===== src/rtl/core/socs_pkg.sv =====
package socs_pkg;

	// Sizes of the mask space and of the OR list.
	localparam int MAX_BITS    = 12;
	localparam int LIST_DEPTH  = MAX_BITS + 1;
	localparam int STORE_DEPTH = 1 << MAX_BITS;

	localparam logic [MAX_BITS-1:0] STORE_LAST  = MAX_BITS'(STORE_DEPTH - 1);
	localparam logic [3:0]          LIST_FULL   = 4'(LIST_DEPTH);
	localparam logic [15:0]         HIST_MAX    = 16'hFFFF;
	localparam logic [15:0]         WEIGHT_INIT = 16'd1;

	// Occurrence reward: a base, then halving bonuses starting at REWARD_BONUS.
	localparam logic [10:0] REWARD_BASE  = 11'd1024;
	localparam logic [10:0] REWARD_BONUS = 11'd256;
	localparam logic [3:0]  BONUS_STEPS  = 4'd9;

	// Configuration register indexes.
	localparam logic CFG_WORD_BITS   = 1'b0;
	localparam logic CFG_USE_WEIGHTS = 1'b1;

	localparam logic [3:0] WORD_BITS_INIT = 4'd12;

	typedef enum logic [1:0] {
		ACT_PUSH   = 2'd0,
		ACT_LOAD   = 2'd1,
		ACT_FINISH = 2'd2,
		ACT_NONE   = 2'd3
	} action_t;

	// One classified item as it travels from the front to the back.
	typedef struct packed {
		action_t              op;
		logic [MAX_BITS-1:0]  value;
		logic [15:0]          weight;
	} cmd_t;

	typedef struct packed {
		logic                 all_covered;
		logic [27:0]          weighted_cover;
		logic [25:0]          potential_score;
		logic [MAX_BITS-1:0]  covered_masks;
	} result_t;

	typedef enum logic [2:0] {
		ST_CLEAR,
		ST_IDLE,
		ST_PUSH,
		ST_PUSH_END,
		ST_SCAN,
		ST_DRAIN,
		ST_RESULT
	} back_state_t;

	// Word bits as used: zero acts as one, large values clamp to MAX_BITS.
	function automatic logic [3:0] eff_bits(input logic [3:0] word_bits);
		logic [3:0] k;
		k = word_bits;
		if (k == 4'd0) begin
			k = 4'd1;
		end else if (k > 4'(MAX_BITS)) begin
			k = 4'(MAX_BITS);
		end
		return k;
	endfunction

	// Low k bits set.
	function automatic logic [MAX_BITS-1:0] bits_mask(input logic [3:0] k);
		return ~({MAX_BITS{1'b1}} << k);
	endfunction

endpackage


===== src/rtl/core/socs_queue.sv =====
module socs_queue (
	input  logic            clk,
	input  logic            arst_n,
	input  logic            in_valid,
	output logic            in_ready,
	input  socs_pkg::cmd_t  in_cmd,
	output logic            out_valid,
	input  logic            out_ready,
	output socs_pkg::cmd_t  out_cmd
);

	socs_pkg::cmd_t  slot_q [4];
	logic [1:0]      wr_ptr_q;
	logic [1:0]      rd_ptr_q;
	logic [2:0]      count_q;
	logic            push;
	logic            pop;

	assign in_ready  = (count_q != 3'd4);
	assign out_valid = (count_q != 3'd0);
	assign out_cmd   = slot_q[rd_ptr_q];
	assign push      = in_valid && in_ready;
	assign pop       = out_valid && out_ready;

	// Pointers and fill level.
	always_ff @(posedge clk or negedge arst_n) begin
		if (!arst_n) begin
			wr_ptr_q <= 2'd0;
			rd_ptr_q <= 2'd0;
			count_q  <= 3'd0;
		end else begin
			if (push) begin
				wr_ptr_q <= wr_ptr_q + 2'd1;
			end
			if (pop) begin
				rd_ptr_q <= rd_ptr_q + 2'd1;
			end
			if (push && !pop) begin
				count_q <= count_q + 3'd1;
			end else if (pop && !push) begin
				count_q <= count_q - 3'd1;
			end
		end
	end

	// Item slots.
	always_ff @(posedge clk) begin
		if (push) begin
			slot_q[wr_ptr_q] <= in_cmd;
		end
	end

endmodule


===== config.mk =====
export PLATFORM = sky130hd
export DESIGN_NAME = socs_queue
export DESIGN_NICKNAME = d
export VERILOG_FILES = /design/src/rtl/core/socs_pkg.sv /design/src/rtl/core/socs_queue.sv
export SDC_FILE = /design/constraint.sdc
export NUM_CORES = 1
export LEC_CHECK = 0
export BUFFER_PORTS_ARGS = -buffer_cell sky130_fd_sc_hd__buf_4
export CORE_ASPECT_RATIO = 1.25
export CORE_MARGIN = 10
export CORE_UTILIZATION = 55
export CTS_CLUSTER_DIAMETER = 60
export DETAILED_ROUTE_END_ITERATION = 12
export PLACE_DENSITY_LB_ADDON = 0.15
export SYNTH_ARGS = -nofsm -noshare
export SYNTH_HDL_FRONTEND = slang
export SYNTH_SLANG_ARGS = --single-unit

===== constraint.sdc =====
create_clock -name clk -period 5.1 [get_ports clk]
set_clock_uncertainty 0.1 [all_clocks]
set_input_delay 0 -clock clk [delete_from_list [all_inputs] [get_ports clk]]
set_output_delay 0 -clock clk [all_outputs]
set_load 0.005 [all_outputs]

# Word-level counts from Yosys, hierarchy flattened
# Memory sizes are Yosys's and may differ from the RTL's.
# Index checks and enable logic that the tools add are counted.
classes:
  n_addsub: 4
  n_eq_ne: 1
  muxes: 4
  reduce_logical: 8
ops:
  columns: ["operator", "n"]
  rows:
  - ["$mux 3", 2]
  - ["$add 2x1->2 const B", 2]
  - ["$logic_and 1x1->1", 4]
  - ["$add 3x1->3 const B", 1]
  - ["$ne 3x3->1 const B", 1]
  - ["$reduce_bool 3->1", 1]
  - ["$sub 3x1->3 const B", 1]
  - ["$logic_not 1->1", 2]
  - ["$mux 1", 2]
  - ["$reduce_bool 2->1", 1]
totals:
  regBits: 7
  ram_bits: 120
  input_bits: 34
  output_inout_bits: 32
  elab_cells: 21
  memories: 1
memory_table:
  columns: ["memory", "depth", "word_bits", "rd", "rd_ports_with_merged_regs", "write_ports", "line_no", "rtl"]
  rows:
  - ["slot_q", 4, 30, 1, 0, 1, "socs_queue.sv:12", "socs_pkg::cmd_t slot_q [4];"]

# Logic depth before layout (Yosys ltp)
depth:
  ltp_word: 6
  depth_mapped: 8
  depth_no_buf: 8

# Least setup slack after synthesis
# No wires, ideal clock.
synth_path:
  path_kind: "reg-to-reg"
  start: "register count_q[1]"
  end: "register count_q[2]"
  setup_time_ns: 0.079
  arrival_ns: 1.917
  t_required_ns: 4.921
  slack_ns: 3.004
  path_stages_with_launch: 9
  n_path_buf: 0
  synth_period_minus_slack_ns: 2.096
  path_cell_list: "dfrtp_1 -> or3_1 -> nand2_1 -> ha_1 -> inv_1 -> fa_1 -> xor2_1 -> nor2_1 -> xor2_1"
synth_via:
  elab_chain_cells: 5
  word_cells_on_any_way: 13
  cone_classes: "add/sub: 2; eq/ne: 1; mux: 2; reduce/logical: 8"
synth_rtl:
  columns: ["item", "line_no", "rtl"]
  rows:
  - ["start, declared", "socs_queue.sv:15", "logic [2:0] count_q;"]
  - ["start signal, assigned", "socs_queue.sv:39", "count_q <= count_q + 3'd1;"]
  - ["start signal, assigned", "socs_queue.sv:41", "count_q <= count_q - 3'd1;"]
  - ["$reduce_bool 3->1 *", "socs_queue.sv:20", "assign out_valid = (count_q != 3'd0);"]
  - ["via out_valid", "socs_queue.sv:7", "output logic out_valid,"]
  - ["$logic_and 1x1->1 *", "socs_queue.sv:23", "assign pop = out_valid && out_ready;"]
  - ["$logic_not 1->1", "socs_queue.sv:38", "if (push && !pop) begin"]
  - ["$logic_and 1x1->1", "socs_queue.sv:38", null]
  - ["$mux 3 / $reduce_bool 2->1 (equally long branches)", null, null]
# The timed path passes the listed nets; every way through them passes the cells marked *. The select of a mux whose other input is x is not followed.
# A chain may end at the register's enable or synchronous reset.

==> flow_metrics.tcl <==
set metrics [dict create \
    status "finished clean" \
    yosysMostFrequentCell "edfxtp_1" \
    vias_per_cell 5.24 \
    grt_overflow 0 \
    start_kind "flip-flop" \
    synth_cell_types 19 \
    cp-end-kind "output pin" \
    grt.total_usage 0.144 \
    post-route-min-period_ns 2.52 \
    rsz0062_at_grt "no" \
    antennaDiodeCount 0 \
    syn2layout_area_growth_pct 31.2 \
    period_share 0.494 \
    netlist_top_cells_area "edfxtp_1, mux4_2, dfrtp_1, ha_1, buf_12" \
    max_freq_mhz 397 \
    clk_pin_slew_worst_paths_ns 0.05 \
    drc 0 \
    powerDensity_mw_per_mm2 580 \
    required_ns 5.00 \
    place_hpwl_um 4940 \
    switching_power_w 0.000933 \
    slew_viol_final 0 \
    crit_fanout 32 \
    grt_max_degree 33 \
    power.internal_w 0.00271 \
    synthTopCellsByCount "edfxtp_1, mux4_2, dfrtp_1, ha_1" \
    power.share.clock 0.327 \
    clk_path_buf_depth 2 \
    cts_sinks 127 \
    p_sw_frac 0.256 \
    syn_inst 192 \
    synth_area_per_cell_um2 24.9 \
    grt_pass1_wl_um 13600 \
    die_x_um 103 \
    layout-drive-gt1-share 0.413 \
    drv_cap 0 \
    setup_slack_ns 2.58 \
    hold_violations 0 \
    fp.dieArea_mm2 0.0128 \
    fp-row-count 37 \
    dr.pass1.iters 4 \
    initial_utilization 0.570 \
    drtIter0Drc 76 \
    yosys.area.top_type "edfxtp_1" \
    antenna_found_initial 0 \
    syn-num-nets 232 \
    setup_viol 0 \
    clock_tree.root_cell "clkbuf_8" \
    synth_enable_flop_cells 120 \
    worstHoldPathType "in2reg" \
    ys_warn_count 0 \
    synth_area_mm2 0.00478 \
    fp.dieH_um 124 \
    ys_seq_area_frac 0.791 \
    synth_flop_cell "edfxtp_1" \
    synth_top_cell_area_share 0.754 \
    ys_ff_latch 127 \
    worstSkewPairLatency_ns 0.52 \
    finalWeightedCongestion 0.698 \
    cts_tree "built" \
    post_cts_buffers 0 \
    async_flop_share 0.0551 \
    comb_power_share 0.250 \
    cp.arrival_ns 2.42 \
    ant_nets 0 \
    h-tree-depth 4 \
    final_net_count 344 \
    routed_wl_um 8690 \
    wl_per_cell_um 20.0 \
    max_slew_margin 0.288 \
    core_mm2 0.00838 \
    total_power_w 0.00364 \
    num_vias 2273 \
    tightestPinTransition_ns 1.07 \
    vdd_ir_drop_max_v 0.000379 \
    pre_cts_slack_ns 2.86 \
    leakage_nw 2.24 \
    setup_tns_ns 0 \
    io_buffers 65 \
    seqPwrFrac 0.423 \
    numCtsBuffers 17 \
    grt_pass1_vias 2502 \
    ios 66 \
    crit_type "reg2out" \
]
[power groups by stage]
stage	clock network (W)	registers (W)	logic [W]
4_1_cts	0.00121	0.00155	0.000932
3_5_place_dp	0	0.00156	0.000907
6_report	0.00119	0.00154	0.000909
3_3_place_gp	0	0.00155	0.000897
5_1_grt	0.00126	0.00157	0.000987
2_1_floorplan	0	0.00145	0.000634
[worst max-delay path: stages, from the launching register on]
cell and delay [ns]:
dfrtp_2 1.07, mux4_1 0.66, buf_4 0.16
[layout by cell type (no fill, tap or decap)]
master | synthesis | routed
nor2_1 | 2 | 2
or3_1 | 1 | 1
dlygate4sd3_1 | 0 | 34
clkbuf_1 | 0 | 1
buf_4 | 0 | 66
clkinvlp_4 | 0 | 2
dfrtp_2 | 0 | 1
xnor2_1 | 4 | 4
a21boi_2 | 1 | 1
clkinv_1 | 0 | 2
xor2_1 | 2 | 2
nand3_1 | 1 | 1
and2_2 | 0 | 4
mux4_2 | 28 | 28
bufinv_16 | 0 | 4
nand2_1 | 2 | 2
dfrtp_1 | 7 | 6
fa_1 | 1 | 1
clkinv_2 | 0 | 6
ha_1 | 5 | 5
clkbuf_16 | 0 | 16
mux2_2 | 2 | 2
mux4_1 | 2 | 2
edfxtp_1 | 120 | 120
inv_1 | 3 | 3
clkbuf_8 | 0 | 1
[per-stage QoR]
| stage | instance area (um^2) | util | hold slack [ns] | std cells |
|---|---|---|---|---|
| 6_report | 6270 | 0.749 | 0.122 | 434 |
| 5_1_grt | 6270 | 0.749 | 0.115 | 434 |
| 4_1_cts | 6270 | 0.749 | 0.106 | 434 |
| 3_5_place_dp | 5340 | 0.637 | -0.283 | 368 |
| 3_3_place_gp | 5340 | 0.637 | -0.284 | 368 |
| 2_1_floorplan | 4780 | - | -0.396 | 192 |
[sequential cells by signal (all words and copies together), names as in the netlist]
register	cells
count_q	3
rd_ptr_q	2
wr_ptr_q	2
slot_q	120
[logic make-up (layout without fill, tap and decap cells)]
kind of cell             count (synthesis)  in the layout  synth area share
flip-flops                             127            127             0.791
multiplexers                            32             32             0.148
AND/OR/NAND/NOR                         10             10            0.0107
buffers and inverters                   10            135            0.0204
adder cells (fa/ha/maj)                  6              6            0.0173
XOR/XNOR                                 6              6            0.0110
AO/OA/AOI/OAI                            1              1           0.00236
[worst paths after layout]
path | startpoint | end | slack (ns) | cells after the start
max | rd_ptr_q[0] | out_cmd[25] | 2.58 | 2
min | in_cmd[17] | slot_q[0][17] | 0.12 | 2
max reg2reg | count_q[0] | count_q[2] | 2.85 | 8
min reg2reg | count_q[2] | count_q[2] | 0.44 | 1
max in group asynchronous | arst_n | rd_ptr_q[0] | 4.29 | 3
min in group asynchronous | arst_n | rd_ptr_q[0] | 0.34 | 3
[routing by layer]
layer / global-route usage / up-vias / share of wire
li1: - / 1030 / -
met1: 0.160 / 1166 / 0.39
met2: 0.234 / 62 / 0.53
met3: 0.0582 / 15 / 0.055
met4: 0.0620 / 0 / 0.020
met5: 0 / - / 0
[area by class of cell]
class / count / area, um^2
flip-flops and latches: 127 / 3780
fillers: 480 / 2110
multi-input cells: 55 / 908
repair buffers: 100 / 836
clock buffers: 18 / 418
clock inverters: 14 / 173
well taps: 117 / 146
inverters: 3 / 11.3
[what timing repair did]
item / 4_1_cts / 5_1_grt
hold buffers: 34 / 0
hold endpoints to repair: 133 / 0
gates resized for setup: 0 / 0
(Power assumes the default switching activity.)
