**src/rtl/core/socs_pkg.sv**
```systemverilog
package socs_pkg;

	// Sizes of the mask space and of the OR list.
	localparam int MAX_BITS    = 12;
	localparam int LIST_DEPTH  = MAX_BITS + 1;
	localparam int STORE_DEPTH = 1 << MAX_BITS;

	localparam logic [MAX_BITS-1:0] STORE_LAST  = MAX_BITS'(STORE_DEPTH - 1);
	localparam logic [3:0]          LIST_FULL   = 4'(LIST_DEPTH);
	localparam logic [15:0]         HIST_MAX    = 16'hFFFF;
	localparam logic [15:0]         WEIGHT_INIT = 16'd1;

	// Occurrence reward: a base, then halving bonuses starting at REWARD_BONUS.
	localparam logic [10:0] REWARD_BASE  = 11'd1024;
	localparam logic [10:0] REWARD_BONUS = 11'd256;
	localparam logic [3:0]  BONUS_STEPS  = 4'd9;

	// Configuration register indexes.
	localparam logic CFG_WORD_BITS   = 1'b0;
	localparam logic CFG_USE_WEIGHTS = 1'b1;

	localparam logic [3:0] WORD_BITS_INIT = 4'd12;

	typedef enum logic [1:0] {
		ACT_PUSH   = 2'd0,
		ACT_LOAD   = 2'd1,
		ACT_FINISH = 2'd2,
		ACT_NONE   = 2'd3
	} action_t;

	// One classified item as it travels from the front to the back.
	typedef struct packed {
		action_t              op;
		logic [MAX_BITS-1:0]  value;
		logic [15:0]          weight;
	} cmd_t;

	typedef struct packed {
		logic                 all_covered;
		logic [27:0]          weighted_cover;
		logic [25:0]          potential_score;
		logic [MAX_BITS-1:0]  covered_masks;
	} result_t;

	typedef enum logic [2:0] {
		ST_CLEAR,
		ST_IDLE,
		ST_PUSH,
		ST_PUSH_END,
		ST_SCAN,
		ST_DRAIN,
		ST_RESULT
	} back_state_t;

	// Word bits as used: zero acts as one, large values clamp to MAX_BITS.
	function automatic logic [3:0] eff_bits(input logic [3:0] word_bits);
		logic [3:0] k;
		k = word_bits;
		if (k == 4'd0) begin
			k = 4'd1;
		end else if (k > 4'(MAX_BITS)) begin
			k = 4'(MAX_BITS);
		end
		return k;
	endfunction

	// Low k bits set.
	function automatic logic [MAX_BITS-1:0] bits_mask(input logic [3:0] k);
		return ~({MAX_BITS{1'b1}} << k);
	endfunction

endpackage

```
**src/rtl/core/socs_front.sv**
```systemverilog
module socs_front (
	input  logic                clk,
	input  logic                arst_n,
	input  logic                s_axis_tvalid,
	output logic                s_axis_tready,
	input  logic [31:0]         s_axis_tdata,
	input  logic [1:0]          s_axis_tuser,
	input  logic [3:0]          word_bits,
	input  logic                clearing,
	output logic                cmd_valid,
	input  logic                cmd_ready,
	output socs_pkg::cmd_t      cmd
);

	socs_pkg::action_t                   act;
	socs_pkg::cmd_t                      cmd_s1;
	logic                                cmd_valid_s1;
	logic [socs_pkg::MAX_BITS-1:0]       kmask;
	logic                                take;

	assign act   = socs_pkg::action_t'(s_axis_tuser);
	assign kmask = socs_pkg::bits_mask(socs_pkg::eff_bits(word_bits));

	// Outside the clearing pass, the stage takes an item while it is empty or draining into the queue.
	assign s_axis_tready = !clearing && (!cmd_valid_s1 || cmd_ready);
	assign take          = s_axis_tvalid && s_axis_tready;

	// Unused action codes are accepted and dropped here.
	always_ff @(posedge clk or negedge arst_n) begin
		if (!arst_n) begin
			cmd_valid_s1 <= 1'b0;
		end else if (take) begin
			cmd_valid_s1 <= (act != socs_pkg::ACT_NONE);
		end else if (cmd_ready) begin
			cmd_valid_s1 <= 1'b0;
		end
	end

	// Elements are cut to k bits now; weight indexes keep all their bits.
	always_ff @(posedge clk) begin
		if (take) begin
			cmd_s1.op     <= act;
			cmd_s1.weight <= s_axis_tdata[27:12];
			if (act == socs_pkg::ACT_PUSH) begin
				cmd_s1.value <= s_axis_tdata[11:0] & kmask;
			end else begin
				cmd_s1.value <= s_axis_tdata[11:0];
			end
		end
	end

	assign cmd_valid = cmd_valid_s1;
	assign cmd       = cmd_s1;

endmodule

```
**config.mk**
```make
export PLATFORM = sky130hd
export DESIGN_NAME = socs_front
export DESIGN_NICKNAME = d
export VERILOG_FILES = /design/src/rtl/core/socs_pkg.sv /design/src/rtl/core/socs_front.sv
export SDC_FILE = /design/constraint.sdc
export NUM_CORES = 1
export LEC_CHECK = 0
export BUFFER_PORTS_ARGS = -buffer_cell sky130_fd_sc_hd__buf_2
export CAP_MARGIN = 20
export CORE_MARGIN = 3
export CORE_UTILIZATION = 40
export CTS_CLUSTER_SIZE = 20
export DETAILED_ROUTE_END_ITERATION = 7
export PLACE_DENSITY = 0.79
export RECOVER_POWER = 100
export SYNTH_ARGS = -nofsm -noshare
export SYNTH_HDL_FRONTEND = slang
export SYNTH_SLANG_ARGS = --single-unit
```
**constraint.sdc**
```tcl
create_clock -name clk -period 4.45 [get_ports clk]
set_input_delay 0.2225 -clock clk [delete_from_list [all_inputs] [get_ports clk]]
set_output_delay 0.2225 -clock clk [all_outputs]
set_load 0.005 [all_outputs]
```
Yosys cells after proc, flatten, opt, wreduce, memory -nomap -nowiden
Index checks and enable logic that the tools add are counted.
- input port bits: 43
- output and inout bits: 32
- register bits after elaboration: 31
- word-level logic and storage cells: 22
- shifts and indexed selects: 1
- bitwise operators: 2
- order comparisons: 1
- equality and inequality tests: 1
- reduce and logical (&&, ||, !) cells: 8
- muxes and demuxes: 5
- operator list (cell ; number):
    12-bit bitwise AND ; 1
    12-bit 2-to-1 mux ; 1
    12-bit inverter ; 1
    12-bit by 4-bit << shifter with 12-bit output, first input constant ; 1
    4-bit 2-to-1 mux ; 2
    4-bit > comparator, second input constant ; 1
    4-bit logical NOT ; 1
    1-bit logical AND ; 2
    1-bit logical NOT ; 2
    2-bit logical NOT ; 1
    1-bit 2-to-1 mux ; 2
    2-bit != test, second input constant ; 1
    2-bit nonzero test ; 1
    1-bit logical OR ; 1

Depth between registers and ports, before layout
Gate-level depths: netlist (run 1).
- depth in word-level cells: 7
- gate-level depth with buffers: 3
- depth with buffers taken out: 2

Least setup slack after synthesis (run 1)
OpenSTA, ideal clock, no wires.
- path kind: reg2reg
- from: register cmd_valid_s1 (netlist: cmd_valid)
- to: register cmd_s1, in the netlist cmd[0] (enable)
- required time: 3989 ps
- buffers on the path: 0
- cell stages (with the launch flop): 3
- arrival: 2765 ps
- period minus slack after synthesis: 3226 ps
- setup time: 461 ps
- path slack: 1224 ps
- cell sequence: dfrtp_1 nor2b_1 nor3b_1
- longest elaborated chain between the ends: 4
- RTL lines (what ; RTL line ; text):
    start, declared ; socs_front.sv:17 ; logic cmd_valid_s1;
    start signal, assigned ; socs_front.sv:33 ; cmd_valid_s1 <= (act != socs_pkg::ACT_NONE);
    1-bit logical NOT ; socs_front.sv:25 ; assign s_axis_tready = !clearing && (!cmd_valid_s1 || cmd_ready);
    1-bit logical OR ; socs_front.sv:25 ;
    1-bit logical AND ; socs_front.sv:25 ;
    1-bit logical AND ; socs_front.sv:26 ; assign take = s_axis_tvalid && s_axis_tready;
    net take ; socs_front.sv:19 ; logic take;
    end, declared ; socs_front.sv:16 ; socs_pkg::cmd_t cmd_s1;
The timed path passes the listed nets, and every way through them passes these cells.
A chain may end at the register's enable or synchronous reset.

Worst setup path in the final report (run 1)
- from: register cmd_valid_s1 (netlist: cmd_valid)
- to: register cmd_s1, in the netlist cmd[6] (enable)
The elaborated chain is that of the path after synthesis.

==> metrics.yaml, run 1 <==
result_of_the_run: "finished clean"
die_area_um2: 3420
total_number_of_h_tree_levels: 2
detail_route.vias_per_cell: 4.73
synth_cell_types: 22
fin_area_um2: 1520
post-synth-top-area-fraction_pct: 81.7
critPathRequiredTime_ns: 4.39
timing_hold_violations_final: 0
postSynth.asyncResetShare_pct: 3.23
floorplan.io_pins: 75
grt_setup_unrepaired: "false"
syn_area_um2: 1100
critPathMaxFanout: 15
core_area_um2: 2540
average_cell_area_after_synthesis_um2: 19.3
synth_nets: 100
holdCritPathClass: "primary input to flop"
io_buffers: 70
ys_top_cells_by_count: "edfxtp_1, a21boi_0"
max_stage_delay_ns: 0.69
crit_path_top_delay_cell: "clkbuf_1"
dr_total_vias: 786
num-fill-cells: 219
grt_start_max_net_pins: 17
yosys_reg_bits: 31
critical_path.startpoint: "cmd_valid"
period_share_pct: 58.8
detail_route.iter0.violations: 9
power.density_nw_per_um2: 352
die_h_um: 58.5
maxSlewViolCount: 0
final_nets: 178
floorplan.die.width_um: 58.5
r2r_cells: 4
finalCoreUtilization_pct: 59.6
finalWeightedCongestion: 0.706
finalClockSkew_ns: 0.00318
setup-tns-final_ns: 0
ctsLongestPathBuffers: 2
ys_warn_count: 0
post_dp_cell_area_um2: 1490
post_synth_inst_count: 57
post_route_cells_drive_above_1_share_pct: 41.9
synth_area_leader_cell: "edfxtp_1"
setup.worst_path.class: "flop to flop"
placement_rows: 18
hpwl_mm: 1.67
top_count_cell_post_synth: "edfxtp_1"
floorplan.initialDensity_pct: 43.3
synthTopCellsByArea: "edfxtp_1, dfrtp_1, a21boi_0"
worst_ir_drop_vdd_uv: 272
setup.worst_path.start_class: "flop"
wire_per_inst_um: 13.0
cts_num_sinks: 31
worst_slew_pin_slew_ns: 0.819
timing.critical_path.to_type: "flop"
f_max_ghz: 0.382
synth-seq-area-share_pct: 84.0
antenna_cells_inserted: 0
worstPathArrival_ns: 2.56
grt_usage_pct: 13.5
clk_pin_slew_ns: 0.09
ant_nets: 0
postRouteWirelength_mm: 2.16
drc_errors: 0
reg2reg_slack_ns: 1.83
synth_enable_flop_cells: 30
grt_pass1_wl_mm: 3.22
detailedRoute.firstPassIterationCount: 2
number_of_maximum_capacitance_constraint_violations: 0
insertion_delay_ns: 0.31
cpMostUsedCell: "clkbuf_1"
clock_tree_from_tritoncts: "done"
area.growth.synth_to_final_pct: 37.7
power.static_leakage_nw: 0.614
ys.flop_type: "edfxtp_1"
cts_buffers: 5
cts.root.buffer_cell: "clkbuf_4"
reg2reg_from: "cmd_valid"
timing.final.setup_violations: 0
overflow: 0
finalCriticalPeriod_ns: 2.62
critPathCapture: "cmd[6]"
antenna_violations_before_repair: 0
timing.slew.headroom_pct: 45.4
reg2reg_to: "cmd[6]"
crit_path_cell_trace: "nor2b_1 -> nor3b_1 -> clkbuf_1 -> clkbuf_1"
postCtsResizedCells: 0
first_global_vias: 752
cells in the final DEF, fill, tap and decap left out:
master	n
nor2b_1	1
and2_1	1
inv_1	1
a21boi_0	3
nor3_1	1
buf_2	50
clkbuf_1	25
o211a_1	2
nand2_1	2
o21ai_0	1
o31a_1	2
and2_0	1
nand3_1	1
o311a_1	1
clkbuf_4	5
o21a_1	1
and3_2	1
edfxtp_1	30
dlygate4sd3_1	1
or3_1	2
nor3b_1	1
nor2_1	1
dfrtp_1	1
a31o_2	1
metal layers:
metal / routed length, µm / vias to the layer above / GRT usage [%]
li1: - / 381 / -
met1: 776 / 348 / 13.8
met2: 1050 / 51 / 21.4
met3: 292 / 6 / 6.36
met4: 39 / 0 / 9.93
met5: 0 / - / 0
state kept, by name, indices dropped and copies added (netlist names):
| name | count |
|---|---|
| cmd | 30 |
| cmd_valid | 1 |
worst min-delay path by stage:
stage	from	end	slack [ns]	cells after the start
after floorplan	arst_n	cmd_valid	-0.07	0
after global placement	arst_n	cmd_valid	-0.002	1
after detailed placement	arst_n	cmd_valid	0.0009	1
after CTS	s_axis_tdata[19]	cmd[7]	0.06	1
after global routing	s_axis_tdata[19]	cmd[7]	0.05	1
final	s_axis_tdata[15]	cmd[3]	0.08	1
power by group:
part / internal [mW] / switching, mW
clock: 0.0629 / 0.0814
sequential: 0.336 / 0.00304
combinational: 0.0251 / 0.0248
final cells by class:
| class | instances | area, µm² | area share, % |
|---|---|---|---|
| Sequential cell | 31 | 926 | 61.0 |
| Timing Repair Buffer | 73 | 343 | 22.6 |
| Multi-Input combinational cell | 23 | 159 | 10.5 |
| Clock buffer | 8 | 48.8 | 3.22 |
| Tap cell | 30 | 37.5 | 2.47 |
| Inverter | 1 | 3.75 | 0.247 |
metrics by stage:
step | hold WS [ns] | total power, mW | worst slack, ns | std cells
after detailed placement | 0.000857 | 0.399 | 2.26 | 156
after floorplan | -0.0731 | 0.364 | 1.22 | 57
after CTS | 0.0582 | 0.545 | 2.24 | 165
final | 0.0789 | 0.534 | 1.83 | 166
after global routing | 0.0510 | 0.562 | 1.68 | 166
after global placement | -0.00239 | 0.396 | 2.37 | 156
what timing repair did:
| item | CTS | global route |
|---|---|---|
| endpoints found under the hold margin | 1 | 0 |
| hold buffers | 1 | 0 |
| setup buffers | 0 | 0 |
critical path, delay by kind of cell, from the launching register on:
| kind | cells | cell delay, ns |
|---|---|---|
| DFF | 1 | 0.38 |
| and+or+nand+nor | 2 | 0.58 |
| buffers and inverters | 2 | 1.29 |
cell families (layout without fill, tap and decap cells):
group	Yosys count	count (layout)	synth area share, %
buffers and inverters	3	82	1.13
DFF	31	31	84.0
and+or+nand+nor	12	12	6.58
AOI/OAI and AO/OA	11	11	8.29
No activity file was read; power rests on OpenSTA's default activity.
==> run 2: changes to the inputs <==
- clock period: 4.45 -> 2.5 ns (I/O delays scaled with it)
==> metrics.yaml, run 2 (synthesized netlist as in run 1, its figures left out) <==
f_max_ghz: 0.556  # was 0.382 GHz
clock_tree_from_tritoncts: "done"  # unchanged
placement_rows: 18  # unchanged
reg2reg_slack_ns: 0.70  # was 1.83 ns
postCtsResizedCells: 0  # unchanged
ant_nets: 0  # unchanged
critPathMaxFanout: 17  # was 15
worstPathArrival_ns: 1.74  # was 2.56 ns
grt_setup_unrepaired: "false"  # unchanged
detail_route.vias_per_cell: 4.60  # was 4.73
timing.critical_path.to_type: "flop"  # unchanged
antenna_cells_inserted: 0  # unchanged
power.static_leakage_nw: 0.695  # was 0.614 nW
r2r_cells: 3  # was 4
worst_ir_drop_vdd_uv: 422  # was 272 µV
reg2reg_from: "cmd_valid"  # unchanged
total_number_of_h_tree_levels: 2  # unchanged
number_of_maximum_capacitance_constraint_violations: 0  # unchanged
final_cell_mix: "buf_2, edfxtp_1, clkbuf_1"  # unchanged
result_of_the_run: "finished clean"  # unchanged
cts_num_sinks: 31  # unchanged
grt_start_max_net_pins: 18  # was 17
timing.final.setup_violations: 0  # unchanged
detail_route.iter0.violations: 19  # was 9
overflow: 0  # unchanged
wire_per_inst_um: 12.7  # was 13.0 µm
finalCriticalPeriod_ns: 1.80  # was 2.62 ns
post_route_cells_drive_above_1_share_pct: 37.9  # was 41.9%
holdCritPathClass: "primary input to flop"  # unchanged
cts_buffers: 5  # unchanged
mostFrequentLayoutCell: "buf_2"  # unchanged
critPathRequiredTime_ns: 2.45  # was 4.39 ns
floorplan.die.width_um: 58.5  # unchanged
die_area_um2: 3420  # unchanged
ctsLongestPathBuffers: 2  # unchanged
worst_slew_pin_slew_ns: 0.872  # was 0.819 ns
finalPower_mw: 1.03  # was 534 µW
io_buffers: 70  # unchanged
reg2reg_to: "cmd[11]"  # was cmd[6]
setup.worst_path.start_class: "flop"  # unchanged
grt.met3_usage_pct: 8.77  # was 6.36%
hpwl_mm: 1.68  # was 1.67 mm
first_global_vias: 812  # was 752
dr_total_vias: 841  # was 786
period_share_pct: 71.9  # was 58.8%
crit_path_top_delay_cell: "clkbuf_1"  # unchanged
use_met2_pct: 23.6  # was 21.4%
grt_pass1_wl_mm: 3.57  # was 3.22 mm
postRouteWirelength_mm: 2.32  # was 2.16 mm
timing_hold_violations_final: 0  # unchanged
floorplan.io_pins: 75  # unchanged
antenna_violations_before_repair: 0  # unchanged
maxSlewViolCount: 0  # unchanged
finalHoldWorstSlack_ns: 0.0651  # was 0.0789 ns
power.density_nw_per_um2: 601  # was 352 nW/µm²
grt.met1_usage_pct: 14.8  # was 13.8%
critical_path.startpoint: "cmd_valid"  # unchanged
setup.worst_path.class: "flop to flop"  # unchanged
clk_pin_slew_ns: 0.09  # about the same
cts.root.buffer_cell: "clkbuf_4"  # unchanged
drc_errors: 0  # unchanged
area.growth.synth_to_final_pct: 55.7  # was 37.7%
finalWeightedCongestion: 0.737  # was 0.706
largest_register_ffs: 30  # unchanged
finalClockSkew_ns: 0.00458  # was 0.00318 ns
final_nets: 195  # was 178
critPathCapture: "cmd[11]"  # was cmd[6]
die_h_um: 58.5  # unchanged
insertion_delay_ns: 0.32  # was 0.31 ns
max_stage_delay_ns: 0.68  # was 0.69 ns
crit_path_cell_trace: "nor2b_1 -> nor3b_4 -> clkbuf_1"  # was nor2b_1 -> nor3b_1 -> clkbuf_1 -> clkbuf_1
floorplan.initialDensity_pct: 43.3  # unchanged
core_area_um2: 2540  # unchanged
num-fill-cells: 198  # was 219
layer_carrying_the_most_global_route_usage: "met2"  # unchanged
detailedRoute.firstPassIterationCount: 2  # unchanged
setup-tns-final_ns: 0  # unchanged
grt_usage_pct: 15.0  # was 13.5%
timing.slew.headroom_pct: 41.9  # was 45.4%
## run 2: changes by cell type in the layout (fill, tap and decap cells not counted), sizes merged
cell and delta:
buf -2, dlygate4sd3 +17, clkbuf +2
## run 2: layout make-up
class,instances,area [µm²],area share (%)
clock buffers,8,68.8,4.01
inverters,1,3.75,0.219
multi-input cells,23,170,9.91
flip-flops and latches,31,926,53.9
well taps,30,37.5,2.19
repair buffers,90,510,29.7
## run 2: worst min path at each step
stage / cells after the start / start / to / slack [ns]
2_1_floorplan: 0 / arst_n / cmd_valid / -0.17
3_3_place_gp: 1 / arst_n / cmd_valid / -0.1
3_5_place_dp: 1 / arst_n / cmd_valid / -0.1
4_1_cts: 1 / s_axis_tuser[0] / cmd[28] / 0.03
5_1_grt: 2 / s_axis_tvalid / cmd_valid / 0.04
6_report: 2 / s_axis_tvalid / cmd_valid / 0.07
## run 2: metal layers
| layer | wire (µm) | up-vias |
|---|---|---|
| met5 | 0 | - |
| met4 | 26 | 0 |
| met3 | 392 | 5 |
| met2 | 1090 | 55 |
| met1 | 812 | 367 |
| li1 | - | 414 |
## run 2: metrics by stage
step	cell area, µm²	cells	setup WS, ns	util, %
after floorplan	1110	57	0.330	-
final	1720	183	0.702	67.5
after global routing	1720	183	0.588	67.5
after detailed placement	1510	157	1.19	59.2
after CTS	1760	183	1.16	69.0
after global placement	1510	157	1.22	59.2
## run 2: critical path, delay by kind of cell (launching register included)
family        cells  cell delay [ns]
simple gates      2             0.36
flops             1             0.39
buf+inv           1             0.68
## run 2: repair_timing
action	4_1_cts	5_1_grt
buffers inserted	0	0
endpoints found under the setup margin	0	0
hold buffers	18	0
hold endpoints to repair	18	0
## run 2: power breakdown
part / total [mW] / switching [mW] / internal (mW)
Combinational: 0.111 / 0.0484 / 0.0629
Clock: 0.316 / 0.151 / 0.165
Sequential: 0.604 / 0.00523 / 0.599
==> run 3: changes to the inputs <==
- CORE_UTILIZATION: 40 -> 36
- PLACE_DENSITY: 0.79 -> 0.75
- clock period: 2.5 -> 1.58 ns (I/O delays scaled with it)
==> metrics.yaml, run 3 (synthesized netlist as in run 1, its figures left out) <==
critPathMaxFanout: 8  # was 17
number_of_maximum_capacitance_constraint_violations: 0  # unchanged
placement_rows: 19  # was 18
worst_slew_pin_slew_ns: 0.322  # was 0.872 ns
postCtsResizedCells: 0  # unchanged
power.density_nw_per_um2: 991  # was 601 nW/µm²
worstPathArrival_ns: 1.52  # was 1.74 ns
detail_route.iter0.violations: 32  # was 19
overflow: 0  # unchanged
setup-tns-final_ns: 0  # unchanged
post_route_cells_drive_above_1_share_pct: 34.4  # was 37.9%
finalHoldWorstSlack_ns: 0.0111  # was 0.0651 ns
postRouteWirelength_mm: 2.77  # was 2.32 mm
final_cell_mix: "buf_2, edfxtp_1, clkbuf_1"  # unchanged
finalCriticalPeriod_ns: 1.44
timing.slew.headroom_pct: 78.5  # was 41.9%
setup.worst_path.start_class: "primary input"  # was flop
io_buffers: 70  # unchanged
floorplan.io_pins: 75  # unchanged
grt_setup_unrepaired: "false"  # unchanged
detailedRoute.firstPassIterationCount: 4  # was 2
dr_total_vias: 870  # was 841
mostFrequentLayoutCell: "buf_2"  # unchanged
cts.root.buffer_cell: "clkbuf_4"  # unchanged
antenna_cells_inserted: 0  # unchanged
clk_pin_slew_ns: 0.09  # about the same
clock_tree_from_tritoncts: "done"  # unchanged
result_of_the_run: "finished clean"  # unchanged
floorplan.die.width_um: 61.3  # was 58.5 µm
die_h_um: 61.3  # was 58.5 µm
dpl.cell_count: 157  # unchanged
floorplan.initialDensity_pct: 39.0  # was 43.3%
antenna_violations_before_repair: 0  # unchanged
holdCritPathClass: "primary input to flop"  # unchanged
finalWeightedCongestion: 0.708  # was 0.737
worst_ir_drop_vdd_uv: 434  # was 422 µV
core_area_um2: 2830  # was 2540 µm²
hpwl_mm: 1.79  # was 1.68 mm
insertion_delay_ns: 0.33  # was 0.32 ns
timing.critical_path.to_type: "flop"  # unchanged
finalNonFillerCells: 185  # was 183
wire_per_inst_um: 15.0  # was 12.7 µm
period_share_pct: 91.2
power.static_leakage_nw: 0.697  # was 0.695 nW
setup.worst_path.class: "primary input to flop"  # was flop to flop
final_nets: 196  # was 195
timing.final.setup_violations: 0  # unchanged
first_global_vias: 877  # was 812
critPathRequiredTime_ns: 1.66  # was 2.45 ns
maxSlewViolCount: 0  # unchanged
total_number_of_h_tree_levels: 2  # unchanged
grt_usage_pct: 15.3  # was 15.0%
grt_start_max_net_pins: 31  # was 18
grt_pass1_wl_mm: 3.94  # was 3.57 mm
cts_num_sinks: 31  # unchanged
ctsLongestPathBuffers: 2  # unchanged
finalClockSkew_ns: 0.0141  # was 0.00458 ns
finalPower_mw: 1.73  # was 1.03 mW
ant_nets: 0  # unchanged
drc_errors: 0  # unchanged
detail_route.vias_per_cell: 4.70  # was 4.60
f_max_ghz: 0.694
area.growth.synth_to_final_pct: 58.8  # was 55.7%
timing_hold_violations_final: 0  # unchanged
cts_buffers: 5  # unchanged
largest_register_ffs: 30  # unchanged
die_area_um2: 3760  # was 3420 µm²
## run 3: cell count changes in the layout (fill, tap and decap cells not counted), sizes merged
cell	change
clkbuf	+1
dlygate4sd3	+2
clkinv	+2
buf	-5
bufinv	+1
## run 3: routing by layer
| layer | up-vias | global-route usage (%) | routed length, µm |
|---|---|---|---|
| met1 | 395 | 14.8 | 1010 |
| li1 | 415 | - | - |
| met4 | 0 | 6.36 | 44 |
| met3 | 5 | 6.71 | 345 |
| met2 | 55 | 27.9 | 1380 |
| met5 | - | 0 | 0 |
## run 3: where the power goes
group	total (mW)	switching, mW	internal (mW)
logic	0.184	0.0787	0.105
registers	0.957	0.0100	0.947
clock network	0.594	0.268	0.325
total	1.73	0.357	1.38
## run 3: area by class of cell
class,instances,area (µm²)
clock inverters,3,38.8
clock buffers,5,37.5
inverters,1,3.75
fillers,230,1080
well taps,31,38.8
repair buffers,91,536
flip-flops and latches,31,926
multi-input cells,23,170
## run 3: metrics by stage
| stage | util [%] | cell area, µm² | setup slack [ns] |
|---|---|---|---|
| 2_1_floorplan | - | 1120 | -0.183 |
| 3_3_place_gp | 53.8 | 1520 | 0.344 |
| 3_5_place_dp | 53.8 | 1520 | 0.311 |
| 4_1_cts | 63.6 | 1800 | 0.167 |
| 5_1_grt | 61.9 | 1750 | 0.120 |
| 6_report | 61.9 | 1750 | 0.140 |
## run 3: final timing paths
kind / from / endpoint / slack (ns) / cells past startpoint
setup / recovery: s_axis_tuser[1] / cmd[18] / 0.14 / 4
hold / removal: s_axis_tvalid / cmd_valid / 0.01 / 2
setup reg to reg: cmd_valid / cmd[19] / 0.26 / 3
hold reg to reg: cmd_valid / cmd_valid / 0.81 / 2
max in group asynchronous: arst_n / cmd_valid / 1.44 / 2
min in group asynchronous: arst_n / cmd_valid / 0.05 / 2
## run 3: worst max-delay path: stages
cell,delay [ns]
dlygate4sd3_1,0.53
clkbuf_1,0.14
or3_1,0.49
o31a_1,0.28
## run 3: what timing repair did
action / in CTS / in global routing
buffers inserted: 0 / 0
endpoints found under the hold margin: 20 / 0
hold buffers: 20 / 0
